File: config.mk
export PLATFORM = sky130hd
export DESIGN_NAME = dle_queue
export DESIGN_NICKNAME = d
export VERILOG_FILES = /design/src/dle_pkg.sv /design/src/dle_queue.sv
export SDC_FILE = /design/constraint.sdc
export NUM_CORES = 1
export LEC_CHECK = 0
export ABC_AREA = 1
export BUFFER_PORTS_ARGS = -buffer_cell sky130_fd_sc_hd__clkbuf_2
export CAP_MARGIN = 20
export CORE_ASPECT_RATIO = 1.4
export CORE_UTILIZATION = 56
export DETAILED_ROUTE_END_ITERATION = 6
export GPL_ROUTABILITY_DRIVEN = 0
export HOLD_SLACK_MARGIN = 0.02
export PLACE_DENSITY_LB_ADDON = 0.25
export SLEW_MARGIN = 20
export SYNTH_ARGS = -nofsm -noshare
export SYNTH_HDL_FRONTEND = slang
export SYNTH_SLANG_ARGS = --single-unit
export TNS_END_PERCENT = 20
File: constraint.sdc
create_clock -name clk -period 15.7 [get_ports clk]
set_input_delay 3.14 -clock clk [delete_from_list [all_inputs] [get_ports clk]]
set_output_delay 3.14 -clock clk [all_outputs]
set_load 0.02 [all_outputs]
File: src/dle_pkg.sv
// Shared types, constants and helpers for the loopback descriptor engine.
package dle_pkg;

    localparam int POOL_DEPTH_DEFAULT = 1024;

    localparam int IDX_W    = 28;
    localparam int HANDLE_W = 40;
    localparam int SLOT_W   = 16;
    localparam int WORD_W   = 32;
    localparam int VALID_W  = 16;

    localparam int CFG_INDEX_W = 1;
    localparam logic [CFG_INDEX_W-1:0] CFG_RING_LOG2      = 1'd0;
    localparam logic [CFG_INDEX_W-1:0] CFG_MAX_FRAME_SIZE = 1'd1;

    localparam logic [4:0]        RING_LOG2_RESET = 5'd12;
    localparam logic [WORD_W-1:0] MAX_FRAME_RESET = 32'd131072;
    localparam logic [WORD_W-1:0] RX_FLAGS_MASK   = 32'hFFFF_FF08;

    localparam logic [1:0] OP_PUSH  = 2'd0;
    localparam logic [1:0] OP_TX    = 2'd1;
    localparam logic [1:0] OP_CLEAR = 2'd2;

    localparam logic [1:0] OUT_LOOPED   = 2'd0;
    localparam logic [1:0] OUT_STARVED  = 2'd1;
    localparam logic [1:0] OUT_OVERSIZE = 2'd2;

    localparam logic RING_READ  = 1'b0;
    localparam logic RING_WRITE = 1'b1;

    localparam int QUEUE_DEPTH = 2;
    localparam int QUEUE_AW    = $clog2(QUEUE_DEPTH);
    localparam int QUEUE_CW    = $clog2(QUEUE_DEPTH + 1);

    typedef enum logic {
        CMD_TX,
        CMD_CLEAR
    } cmd_kind_t;

    typedef struct packed {
        cmd_kind_t           kind;
        logic [1:0]          outcome;
        logic [WORD_W-1:0]   flags;
        logic [WORD_W-1:0]   size;
        logic [IDX_W-1:0]    tx_idx;
        logic [HANDLE_W-1:0] tx_hdl;
        logic [IDX_W-1:0]    rx_idx;
        logic [HANDLE_W-1:0] rx_hdl;
    } cmd_t;

    typedef enum logic {
        FE_IDLE,
        FE_HOLD
    } fe_state_t;

    typedef enum logic {
        BE_IDLE,
        BE_SECOND
    } be_state_t;

    function automatic logic [HANDLE_W-1:0] join_handle(input logic [WORD_W-1:0] lo,
                                                        input logic [WORD_W-1:0] hi);
        return {hi, lo[31:28], 4'b0000};
    endfunction

    // next ring position, wrapping at the configured ring size (log2 of 0 or above 16 falls back to 12)
    function automatic logic [SLOT_W-1:0] ring_advance(input logic [SLOT_W-1:0] pos,
                                                       input logic [4:0] log2);
        logic [4:0]        w;
        logic [SLOT_W:0]   mask;
        logic [SLOT_W:0]   nxt;
        w    = (log2 == 5'd0 || log2 > 5'd16) ? RING_LOG2_RESET : log2;
        mask = ({{SLOT_W{1'b0}}, 1'b1} << w) - {{SLOT_W{1'b0}}, 1'b1};
        nxt  = ({1'b0, pos} + {{SLOT_W{1'b0}}, 1'b1}) & mask;
        return nxt[SLOT_W-1:0];
    endfunction

endpackage

File: src/dle_queue.sv
// Short command queue between the front end and the ring writer.
module dle_queue (
    input  logic          clk,
    input  logic          rst_n,
    input  logic          enq_valid,
    input  dle_pkg::cmd_t enq_cmd,
    output logic          enq_space,
    output logic          deq_valid,
    output dle_pkg::cmd_t deq_cmd,
    input  logic          deq_pop
);

    dle_pkg::cmd_t                  entry_reg [dle_pkg::QUEUE_DEPTH];
    logic [dle_pkg::QUEUE_AW-1:0]   wr_ptr_reg, wr_ptr_next;
    logic [dle_pkg::QUEUE_AW-1:0]   rd_ptr_reg, rd_ptr_next;
    logic [dle_pkg::QUEUE_CW-1:0]   count_reg, count_next;
    logic                           push;
    logic                           pop;

    assign enq_space = (count_reg != dle_pkg::QUEUE_CW'(dle_pkg::QUEUE_DEPTH));
    assign deq_valid = (count_reg != '0);
    assign deq_cmd   = entry_reg[rd_ptr_reg];
    assign push      = enq_valid && enq_space;
    assign pop       = deq_pop && deq_valid;

    always_comb
    begin
        wr_ptr_next = push ? wr_ptr_reg + dle_pkg::QUEUE_AW'(1) : wr_ptr_reg;
        rd_ptr_next = pop ? rd_ptr_reg + dle_pkg::QUEUE_AW'(1) : rd_ptr_reg;
        count_next  = count_reg;
        if (push && !pop)
        begin
            count_next = count_reg + dle_pkg::QUEUE_CW'(1);
        end
        else if (pop && !push)
        begin
            count_next = count_reg - dle_pkg::QUEUE_CW'(1);
        end
    end

    always_ff @(posedge clk or negedge rst_n)
    begin
        if (!rst_n)
        begin
            wr_ptr_reg <= '0;
            rd_ptr_reg <= '0;
            count_reg  <= '0;
        end
        else
        begin
            wr_ptr_reg <= wr_ptr_next;
            rd_ptr_reg <= rd_ptr_next;
            count_reg  <= count_next;
        end
    end

    always_ff @(posedge clk)
    begin
        if (push)
        begin
            entry_reg[wr_ptr_reg] <= enq_cmd;
        end
    end

endmodule

==> reports/results.ini <==
[route]
via_count=9387
wl_per_cell_um=17.3
drt_iter0_drc=619
drtAntennaViolNets=0
wirelength_um=32300
drt_first_pass_iters=5
vias_per_cell=5.05
drc=0

[critical_path]
worstPathMaxFanout=93
reg2reg_from=count_reg[0]
required_ns=12.56
critical_path_arrival_ns=3.41
reg2reg_depth=7
worst-r2r-setup-slack_ns=12.28
worstReg2RegEnd=entry_reg[1][57]
worstSetupStartpointType=flop
crit_type=reg2out
critPathCaptureType=primary output

[clocking]
cts_buffer_depth=3
cts_htree_levels=2
cts.clk_slew.worst_paths_ns=0.06
clk_latency_ns=0.52
cts-root-buf=clkbuf_16
postCtsSetupBuffers=0
ctsResizeCount=0
clock_sinks=410
tritoncts=built
cts_buffers=38
cts_hold_buf=0

[timing]
slew_headroom=0.309
hold_viol_final=0
fin_crit_sh=0.417
rsz0062_at_grt=no
setup_viol=0
fmax_mhz=153
clock_skew_ns=0.0129
hold-worst-slack_ns=0.501
tns_ns=0
worstMarginPinSlew_ns=1.03
timing.final.max_slew_violations=0
finalCriticalPeriod_ns=6.55
worst_slack_ns=9.15

[yosys]
synthSimpleGateAreaFrac=0.156
synthCells=1089
synth_warnings=0
synth-xor-area-share=0.00116
netlist_area_mm2=0.0150
synth_cell_types=14
synth.mux.area_fraction=0
synth-seq-cells=410
avgSynthCellArea_um2=13.8
synth_top_family_by_area=simple AND/OR/NAND/NOR gates
ys_seq_area_frac=0.817
syn-num-nets=1297
synth_compound_area_frac=0
synthAdderAreaFrac=0.000832

[hold_path]
hold_path_depth=1
hold_class=reg2reg
holdPathEnd=count_reg[0]
min_from=count_reg[0]

[grt]
grt_usage=0.234
grt_max_degree=112
antenna_found_initial=4
grt_pass1_wl_um=48400
grt-ovfl-total=0
grt_pass1_vias=9402

[cells_and_area]
final-instance-count-excl-fill=1860
fill_cells=1769
layout-drive-gt1-share=0.312
largest_reg_flops=406
area_growth_pct=22.9
multi_input_area_mm2=0.00239
finalInstanceArea_mm2=0.0185
finalNetCount=1713
seq_area_mm2=0.0123
final_util=0.704

[placed_design]
dp_hpwl_um=21100
place_area_mm2=0.0172
dp_slack_ns=9.36
port_buffers=411
dpl.cell_count=1788

[run_status]
status=completed

[floorplanning]
core.rowCount=70
fp.coreArea_mm2=0.0263
die_w_um=141
die_area_mm2=0.0275
fp.dieH_um=196
ios=412
start_util=0.573

[run]
cap_viol_max_count=0

[pwr]
power.density_mw_per_mm2=204
power_mw=3.77
ir_drop_mv=0.157
p_leak_nw=8.05

where the power goes:
part,total [mW],switching (mW),internal [mW],leakage [nW]
Sequential,1.57,0.0685,1.50,3.82
Combinational,1.32,0.980,0.341,3.65
Clock,0.884,0.376,0.507,0.583
layout make-up:
type,count,share of cell area
diodes,3,0.000406
flip-flops and latches,410,0.665
repair buffers,421,0.116
well taps,324,0.0219
clock buffers,45,0.0563
clock inverters,23,0.00900
multi-input cells,627,0.129
inverters,7,0.00169
metal layers:
metal | wire length, um | track usage
met1 | 11200 | 0.254
met5 | 13 | 0
met2 | 16900 | 0.416
met4 | 1510 | 0.120
met3 | 2660 | 0.0676
Yosys cell counts, drive strengths merged:
| master | instances | share of area |
|---|---|---|
| buf | 45 | 0.023 |
| dfrtp | 4 | 0.0067 |
| edfxtp | 406 | 0.81 |
| ha | 1 | 0.00083 |
| inv | 7 | 0.0019 |
| nand2 | 619 | 0.15 |
| nand3 | 2 | 0.00067 |
| nand4 | 1 | 0.00042 |
| nor2 | 2 | 0.00050 |
| xnor2 | 1 | 0.00058 |
| xor2 | 1 | 0.00058 |
how the worst max path moves through the flow:
stage / start / to / slack (ns) / depth (start not counted)
2_1_floorplan: enq_valid / entry_reg[0][0] / 3.26 / 2
3_3_place_gp: enq_valid / entry_reg[1][152] / 9.40 / 5
3_5_place_dp: enq_valid / entry_reg[1][63] / 9.36 / 5
4_1_cts: rd_ptr_reg / deq_cmd[112] / 9.11 / 5
5_1_grt: rd_ptr_reg / deq_cmd[112] / 8.91 / 5
6_report: rd_ptr_reg / deq_cmd[112] / 9.15 / 5
logic make-up (layout without fill, tap and decap cells):
logic type                 Yosys count  count (layout)
other                                0               3
and+or+nand+nor                    624             624
buffers and inverters               52             496
adders and majority gates            1               1
DFF                                410             410
xor gates and xnor gates             2               2
layout by cell type, fill, tap and decap left out, types with 3 or more instances in the layout:
cell type	Yosys	layout
nand2_1	619	619
diode_2	0	3
clkinv_2	0	6
dfrtp_1	4	3
clkbuf_1	0	4
edfxtp_1	406	406
inv_1	6	6
clkbuf_2	0	411
clkbuf_16	0	41
clkinvlp_4	0	4
buf_4	3	9
clkinv_1	0	10
critical path: stages (launching register included):
cell	delay, ns
dfrtp_4	0.69
buf_4	0.73
buf_4	0.88
nand2_1	0.12
nand2_1	0.17
clkbuf_2	0.19
No activity file was read; power rests on OpenSTA's default activity.
