File: src/dle_pkg.sv
// Shared types, constants and helpers for the loopback descriptor engine.
package dle_pkg;

    localparam int POOL_DEPTH_DEFAULT = 1024;

    localparam int IDX_W    = 28;
    localparam int HANDLE_W = 40;
    localparam int SLOT_W   = 16;
    localparam int WORD_W   = 32;
    localparam int VALID_W  = 16;

    localparam int CFG_INDEX_W = 1;
    localparam logic [CFG_INDEX_W-1:0] CFG_RING_LOG2      = 1'd0;
    localparam logic [CFG_INDEX_W-1:0] CFG_MAX_FRAME_SIZE = 1'd1;

    localparam logic [4:0]        RING_LOG2_RESET = 5'd12;
    localparam logic [WORD_W-1:0] MAX_FRAME_RESET = 32'd131072;
    localparam logic [WORD_W-1:0] RX_FLAGS_MASK   = 32'hFFFF_FF08;

    localparam logic [1:0] OP_PUSH  = 2'd0;
    localparam logic [1:0] OP_TX    = 2'd1;
    localparam logic [1:0] OP_CLEAR = 2'd2;

    localparam logic [1:0] OUT_LOOPED   = 2'd0;
    localparam logic [1:0] OUT_STARVED  = 2'd1;
    localparam logic [1:0] OUT_OVERSIZE = 2'd2;

    localparam logic RING_READ  = 1'b0;
    localparam logic RING_WRITE = 1'b1;

    localparam int QUEUE_DEPTH = 2;
    localparam int QUEUE_AW    = $clog2(QUEUE_DEPTH);
    localparam int QUEUE_CW    = $clog2(QUEUE_DEPTH + 1);

    typedef enum logic {
        CMD_TX,
        CMD_CLEAR
    } cmd_kind_t;

    typedef struct packed {
        cmd_kind_t           kind;
        logic [1:0]          outcome;
        logic [WORD_W-1:0]   flags;
        logic [WORD_W-1:0]   size;
        logic [IDX_W-1:0]    tx_idx;
        logic [HANDLE_W-1:0] tx_hdl;
        logic [IDX_W-1:0]    rx_idx;
        logic [HANDLE_W-1:0] rx_hdl;
    } cmd_t;

    typedef enum logic {
        FE_IDLE,
        FE_HOLD
    } fe_state_t;

    typedef enum logic {
        BE_IDLE,
        BE_SECOND
    } be_state_t;

    function automatic logic [HANDLE_W-1:0] join_handle(input logic [WORD_W-1:0] lo,
                                                        input logic [WORD_W-1:0] hi);
        return {hi, lo[31:28], 4'b0000};
    endfunction

    // next ring position, wrapping at the configured ring size (log2 of 0 or above 16 falls back to 12)
    function automatic logic [SLOT_W-1:0] ring_advance(input logic [SLOT_W-1:0] pos,
                                                       input logic [4:0] log2);
        logic [4:0]        w;
        logic [SLOT_W:0]   mask;
        logic [SLOT_W:0]   nxt;
        w    = (log2 == 5'd0 || log2 > 5'd16) ? RING_LOG2_RESET : log2;
        mask = ({{SLOT_W{1'b0}}, 1'b1} << w) - {{SLOT_W{1'b0}}, 1'b1};
        nxt  = ({1'b0, pos} + {{SLOT_W{1'b0}}, 1'b1}) & mask;
        return nxt[SLOT_W-1:0];
    endfunction

endpackage

File: src/dle_back.sv
// Back end: writes ring entries for queued descriptors and keeps both ring positions.
module dle_back (
    input  logic          clk,
    input  logic          rst_n,
    input  logic          q_valid,
    input  dle_pkg::cmd_t q_cmd,
    output logic          q_pop,
    input  logic [4:0]    ring_log2,
    output logic          out_valid,
    input  logic          out_ready,
    output logic          ring_select,
    output logic [15:0]   slot,
    output logic [31:0]   entry_word0,
    output logic [27:0]   entry_word1,
    output logic [31:0]   entry_word2,
    output logic [15:0]   entry_word3,
    output logic [39:0]   copy_source,
    output logic [39:0]   copy_target,
    output logic [1:0]    outcome,
    output logic          last
);

    dle_pkg::be_state_t state_reg, state_next;
    dle_pkg::cmd_t      cur_reg;
    logic [15:0]        wpos_reg, rpos_reg;

    logic               out_valid_reg;
    logic               ring_select_reg;
    logic [15:0]        slot_reg;
    logic [31:0]        word0_reg;
    logic [27:0]        word1_reg;
    logic [31:0]        word2_reg;
    logic [15:0]        word3_reg;
    logic [39:0]        src_reg;
    logic [39:0]        tgt_reg;
    logic [1:0]         outcome_reg;
    logic               last_reg;

    logic               slot_free;
    logic               emit;
    logic               clear;
    logic               to_write_ring;
    dle_pkg::cmd_t      src_cmd;

    assign slot_free = !out_valid_reg || out_ready;

    // next state
    always_comb
    begin
        state_next = state_reg;
        case (state_reg)
            dle_pkg::BE_IDLE:
            begin
                if (q_valid && q_cmd.kind == dle_pkg::CMD_TX && slot_free
                    && q_cmd.outcome == dle_pkg::OUT_LOOPED)
                begin
                    state_next = dle_pkg::BE_SECOND;
                end
            end
            dle_pkg::BE_SECOND:
            begin
                if (slot_free)
                begin
                    state_next = dle_pkg::BE_IDLE;
                end
            end
            default:
            begin
                state_next = dle_pkg::BE_IDLE;
            end
        endcase
    end

    // outputs
    always_comb
    begin
        q_pop         = 1'b0;
        emit          = 1'b0;
        clear         = 1'b0;
        to_write_ring = 1'b0;
        src_cmd       = q_cmd;
        case (state_reg)
            dle_pkg::BE_IDLE:
            begin
                if (q_valid && q_cmd.kind == dle_pkg::CMD_CLEAR)
                begin
                    q_pop = 1'b1;
                    clear = 1'b1;
                end
                else if (q_valid && slot_free)
                begin
                    q_pop         = 1'b1;
                    emit          = 1'b1;
                    to_write_ring = (q_cmd.outcome == dle_pkg::OUT_LOOPED);
                end
            end
            dle_pkg::BE_SECOND:
            begin
                src_cmd = cur_reg;
                emit    = slot_free;
            end
            default:
            begin
                q_pop = 1'b0;
            end
        endcase
    end

    always_ff @(posedge clk or negedge rst_n)
    begin
        if (!rst_n)
        begin
            state_reg     <= dle_pkg::BE_IDLE;
            wpos_reg      <= '0;
            rpos_reg      <= '0;
            out_valid_reg <= 1'b0;
        end
        else
        begin
            state_reg <= state_next;
            if (clear)
            begin
                wpos_reg <= '0;
                rpos_reg <= '0;
            end
            else if (emit && to_write_ring)
            begin
                wpos_reg <= dle_pkg::ring_advance(wpos_reg, ring_log2);
            end
            else if (emit)
            begin
                rpos_reg <= dle_pkg::ring_advance(rpos_reg, ring_log2);
            end
            if (emit)
            begin
                out_valid_reg <= 1'b1;
            end
            else if (out_ready)
            begin
                out_valid_reg <= 1'b0;
            end
        end
    end

    always_ff @(posedge clk)
    begin
        if (q_pop)
        begin
            cur_reg <= q_cmd;
        end
        if (emit)
        begin
            ring_select_reg <= to_write_ring ? dle_pkg::RING_WRITE : dle_pkg::RING_READ;
            slot_reg        <= to_write_ring ? wpos_reg : rpos_reg;
            word0_reg       <= to_write_ring ? (src_cmd.flags & dle_pkg::RX_FLAGS_MASK)
                                             : src_cmd.flags;
            word1_reg       <= to_write_ring ? src_cmd.rx_idx : src_cmd.tx_idx;
            word2_reg       <= src_cmd.size;
            // chan<<8 | dest; the zero marker sits above the field and reads as zero
            word3_reg       <= {4'b0000, src_cmd.flags[7:4], src_cmd.flags[15:8]};
            src_reg         <= src_cmd.tx_hdl;
            tgt_reg         <= src_cmd.rx_hdl;
            outcome_reg     <= src_cmd.outcome;
            last_reg        <= !to_write_ring;
        end
    end

    assign out_valid   = out_valid_reg;
    assign ring_select = ring_select_reg;
    assign slot        = slot_reg;
    assign entry_word0 = word0_reg;
    assign entry_word1 = word1_reg;
    assign entry_word2 = word2_reg;
    assign entry_word3 = word3_reg;
    assign copy_source = src_reg;
    assign copy_target = tgt_reg;
    assign outcome     = outcome_reg;
    assign last        = last_reg;

endmodule

File: config.mk
export PLATFORM = sky130hd
export DESIGN_NAME = dle_back
export DESIGN_NICKNAME = d
export VERILOG_FILES = /design/src/dle_pkg.sv /design/src/dle_back.sv
export SDC_FILE = /design/constraint.sdc
export NUM_CORES = 1
export LEC_CHECK = 0
export BUFFER_PORTS_ARGS = -buffer_cell sky130_fd_sc_hd__buf_2
export CORE_MARGIN = 5
export CORE_UTILIZATION = 40
export DETAILED_ROUTE_END_ITERATION = 6
export GPL_TIMING_DRIVEN = 0
export PLACE_DENSITY = 0.72
export SKIP_LAST_GASP = 1
export SLEW_MARGIN = 20
export SYNTH_ARGS = -nofsm -noshare
export SYNTH_HDL_FRONTEND = slang
export SYNTH_SLANG_ARGS = --single-unit
export TNS_END_PERCENT = 1
File: constraint.sdc
create_clock -name clk -period 20.4 [get_ports clk]
set_clock_uncertainty 0.15 [all_clocks]
set_input_delay 2.04 -clock clk [delete_from_list [all_inputs] [get_ports clk]]
set_output_delay 2.04 -clock clk [all_outputs]
set_load 0.02 [all_outputs]
==> impl_metrics.env <==
export IMPL_layout_common_cells="buf_2, edfxtp_1, mux2_2"
export IMPL_grt_util_all_layers=0.1910
export IMPL_max_slew_margin=0.3321
export IMPL_cts_htree_levels=2
export IMPL_drive_gt1_frac=0.4471
export IMPL_dpl_worst_slack_ns=14.36
export IMPL_crit_fanout=22
export IMPL_yosysWarnings=0
export IMPL_rsz0062_at_grt="false"
export IMPL_core_area_mm2=0.03973
export IMPL_ys_seq_elements=404
export IMPL_cp_start_kind="primary input"
export IMPL_nFillCells=3288
export IMPL_cts_resized=0
export IMPL_drt_antenna_violating_nets=0
export IMPL_drv_slew=0
export IMPL_dp_cells=1949
export IMPL_r2r_end="copy_target[20]"
export IMPL_cts_tree="built"
export IMPL_synthArstFlopShare=0.08416
export IMPL_wire_per_inst_um=21.66
export IMPL_final_common_cell="buf_2"
export IMPL_ys_types=60
export IMPL_finalPower_mw=1.964
export IMPL_synth_edff_count=370
export IMPL_syn_to_final_growth_pct=28.98
export IMPL_first_global_vias=10760
export IMPL_hold_start="wpos_reg[4]"
export IMPL_fin_nets=1685
export IMPL_fmax_mhz=165.2
export IMPL_p_leak_nw=7.944
export IMPL_cts_root_buf="clkbuf_16"
export IMPL_place_area_mm2=0.01931
export IMPL_die_area_mm2=0.04430
export IMPL_cp_end_kind="output pin"
export IMPL_start_util=0.4046
export IMPL_largest_register_ffs=174
export IMPL_ir_drop_mv=0.05591
export IMPL_crit_required_ns=18.21
export IMPL_dr_pass1_iters=5
export IMPL_antenna_found_initial=13
export IMPL_final_area_mm2=0.02073
export IMPL_overflow=0
export IMPL_drc_errors=0
export IMPL_finalNonFillerCells=2039
export IMPL_arrival_ns=3.86
export IMPL_finalHoldViolations=0
export IMPL_numCtsBuffers=43
export IMPL_status="finished clean"
export IMPL_synth_seq_area_share=0.7440
export IMPL_vias=10500
export IMPL_synth_ff_type="edfxtp_1"
export IMPL_portBuffers=417
export IMPL_die_h_um=210.5
export IMPL_die_w_um=210.5
export IMPL_worst_hold_path_endpoint="wpos_reg[4]"
export IMPL_cts_buffer_depth=3
export IMPL_grt_pass1_wl_mm=65.09
export IMPL_crit_type="in -> out"
export IMPL_dr_first_iter_drc_count=848
export IMPL_timing_final_crit_period_ns=6.054
export IMPL_worst_pin_slew_ns=1.002
export IMPL_viasPerCell=5.151
export IMPL_synth_avg_cell_area_um2=16.30
export IMPL_power_density_mw_per_mm2=94.72
export IMPL_cts_setup_buffers=0
export IMPL_r2r_start="state_reg"
export IMPL_worstSkewPairLatency_ns=0.56
export IMPL_drv_cap=0
export IMPL_gp_congestion=0.9010
export IMPL_fin_util=0.5219
export IMPL_r2r_slack_ns=16.84
export IMPL_syn_cell_area_mm2=0.01608
export IMPL_r2r_cells=8
export IMPL_cts_sinks=404
export IMPL_num_io_pins=422
export IMPL_setup_violations=0
export IMPL_rows=73
export IMPL_drt_wl_total_mm=44.17
export IMPL_syn_inst=986
export IMPL_fin_crit_sh=0.2968
export IMPL_whs_path_depth=1
export IMPL_setup_slack_ns=14.35
export IMPL_clkSlewWorstSetupHoldPaths_ns=0.06
export IMPL_fin_setup_tns_ns=0
export IMPL_hpwl_mm=32.61
export IMPL_regArea_mm2=0.01196
export IMPL_grt_start_max_net_pins=35
export IMPL_hold_ws_ns=0.3860
export IMPL_hold_class="reg -> reg"
export IMPL_ctsHoldBuffers=0
export IMPL_multi_input_area_mm2=0.003801
## Yosys cell counts, drive strengths merged, types with 3 or more instances
| cell type | n | area (µm²) |
|---|---|---|
| a21oi | 7 | 35.03 |
| a22oi | 3 | 22.52 |
| a31oi | 3 | 18.77 |
| and2 | 6 | 37.54 |
| and3 | 8 | 50.05 |
| buf | 32 | 212.7 |
| clkbuf | 27 | 101.4 |
| dfrtp | 34 | 850.8 |
| edfxtp | 370 | 11110 |
| ha | 4 | 50.05 |
| inv | 8 | 30.03 |
| mux2 | 143 | 1610 |
| mux2i | 31 | 310.3 |
| nand2 | 104 | 390.4 |
| nand2b | 6 | 37.54 |
| nand3 | 18 | 90.09 |
| nand3b | 4 | 30.03 |
| nand4 | 5 | 31.28 |
| nor2 | 20 | 75.07 |
| nor2b | 5 | 31.28 |
| nor3 | 18 | 90.09 |
| nor4 | 4 | 25.02 |
| o21ai | 63 | 315.3 |
| o22ai | 4 | 25.02 |
| o31ai | 11 | 82.58 |
| o41ai | 7 | 61.31 |
| or3 | 4 | 25.02 |
| or4 | 4 | 37.53 |
| xnor2 | 3 | 33.79 |
## logic make-up (layout without fill, tap and decap cells)
kind of cell | count (synthesis) | in the layout | synth area share
DFF | 404 | 404 | 0.7440
and+or+nand+nor | 212 | 212 | 0.06226
muxes | 174 | 174 | 0.1195
AOI/OAI and AO/OA | 119 | 119 | 0.04631
buffers and inverters | 67 | 581 | 0.02140
xor gates and xnor gates | 5 | 5 | 0.003192
adders and majority gates | 4 | 4 | 0.003113
other | 1 | 15 | 0.0002333
## worst max-delay path by stage
stage               startpoint  endpoint  slack, ns
floorplan              q_valid     q_pop       3.04
CTS                    q_valid     q_pop      14.37
global route           q_valid     q_pop      14.24
detailed placement     q_valid     q_pop      14.36
global placement       q_valid     q_pop      -6.53
finish                 q_valid     q_pop      14.35
## report_power, final
group          leakage [nW]  internal (mW)  switching (mW)
registers              3.99          0.968          0.0157
clock network         0.677          0.454           0.328
logic                  3.28         0.0778           0.120
total                  7.94           1.50           0.464
## final cells by class
class,instances,share of cell area
Buffer,59,0.01515
Sequential cell,404,0.5769
Multi-Input combinational cell,518,0.1833
Clock buffer,50,0.05316
Clock inverter,29,0.01430
Inverter,8,0.001448
Antenna cell,11,0.001328
Timing Repair Buffer,435,0.1227
Tap cell,525,0.03168
## metal layers
| layer | track usage | wire length [µm] |
|---|---|---|
| met1 | 0.2378 | 17120 |
| met2 | 0.3323 | 22530 |
| met3 | 0.04376 | 3243 |
| met4 | 0.06193 | 1264 |
| met5 | 0 | 19 |
## critical path: stages
cell      delay, ns
buf_2          0.12
nor2b_1        0.23
a21boi_4       0.66
buf_16         0.23
buf_16         0.18
buf_16         0.18
buf_2          0.18
(Power assumes the default switching activity.)
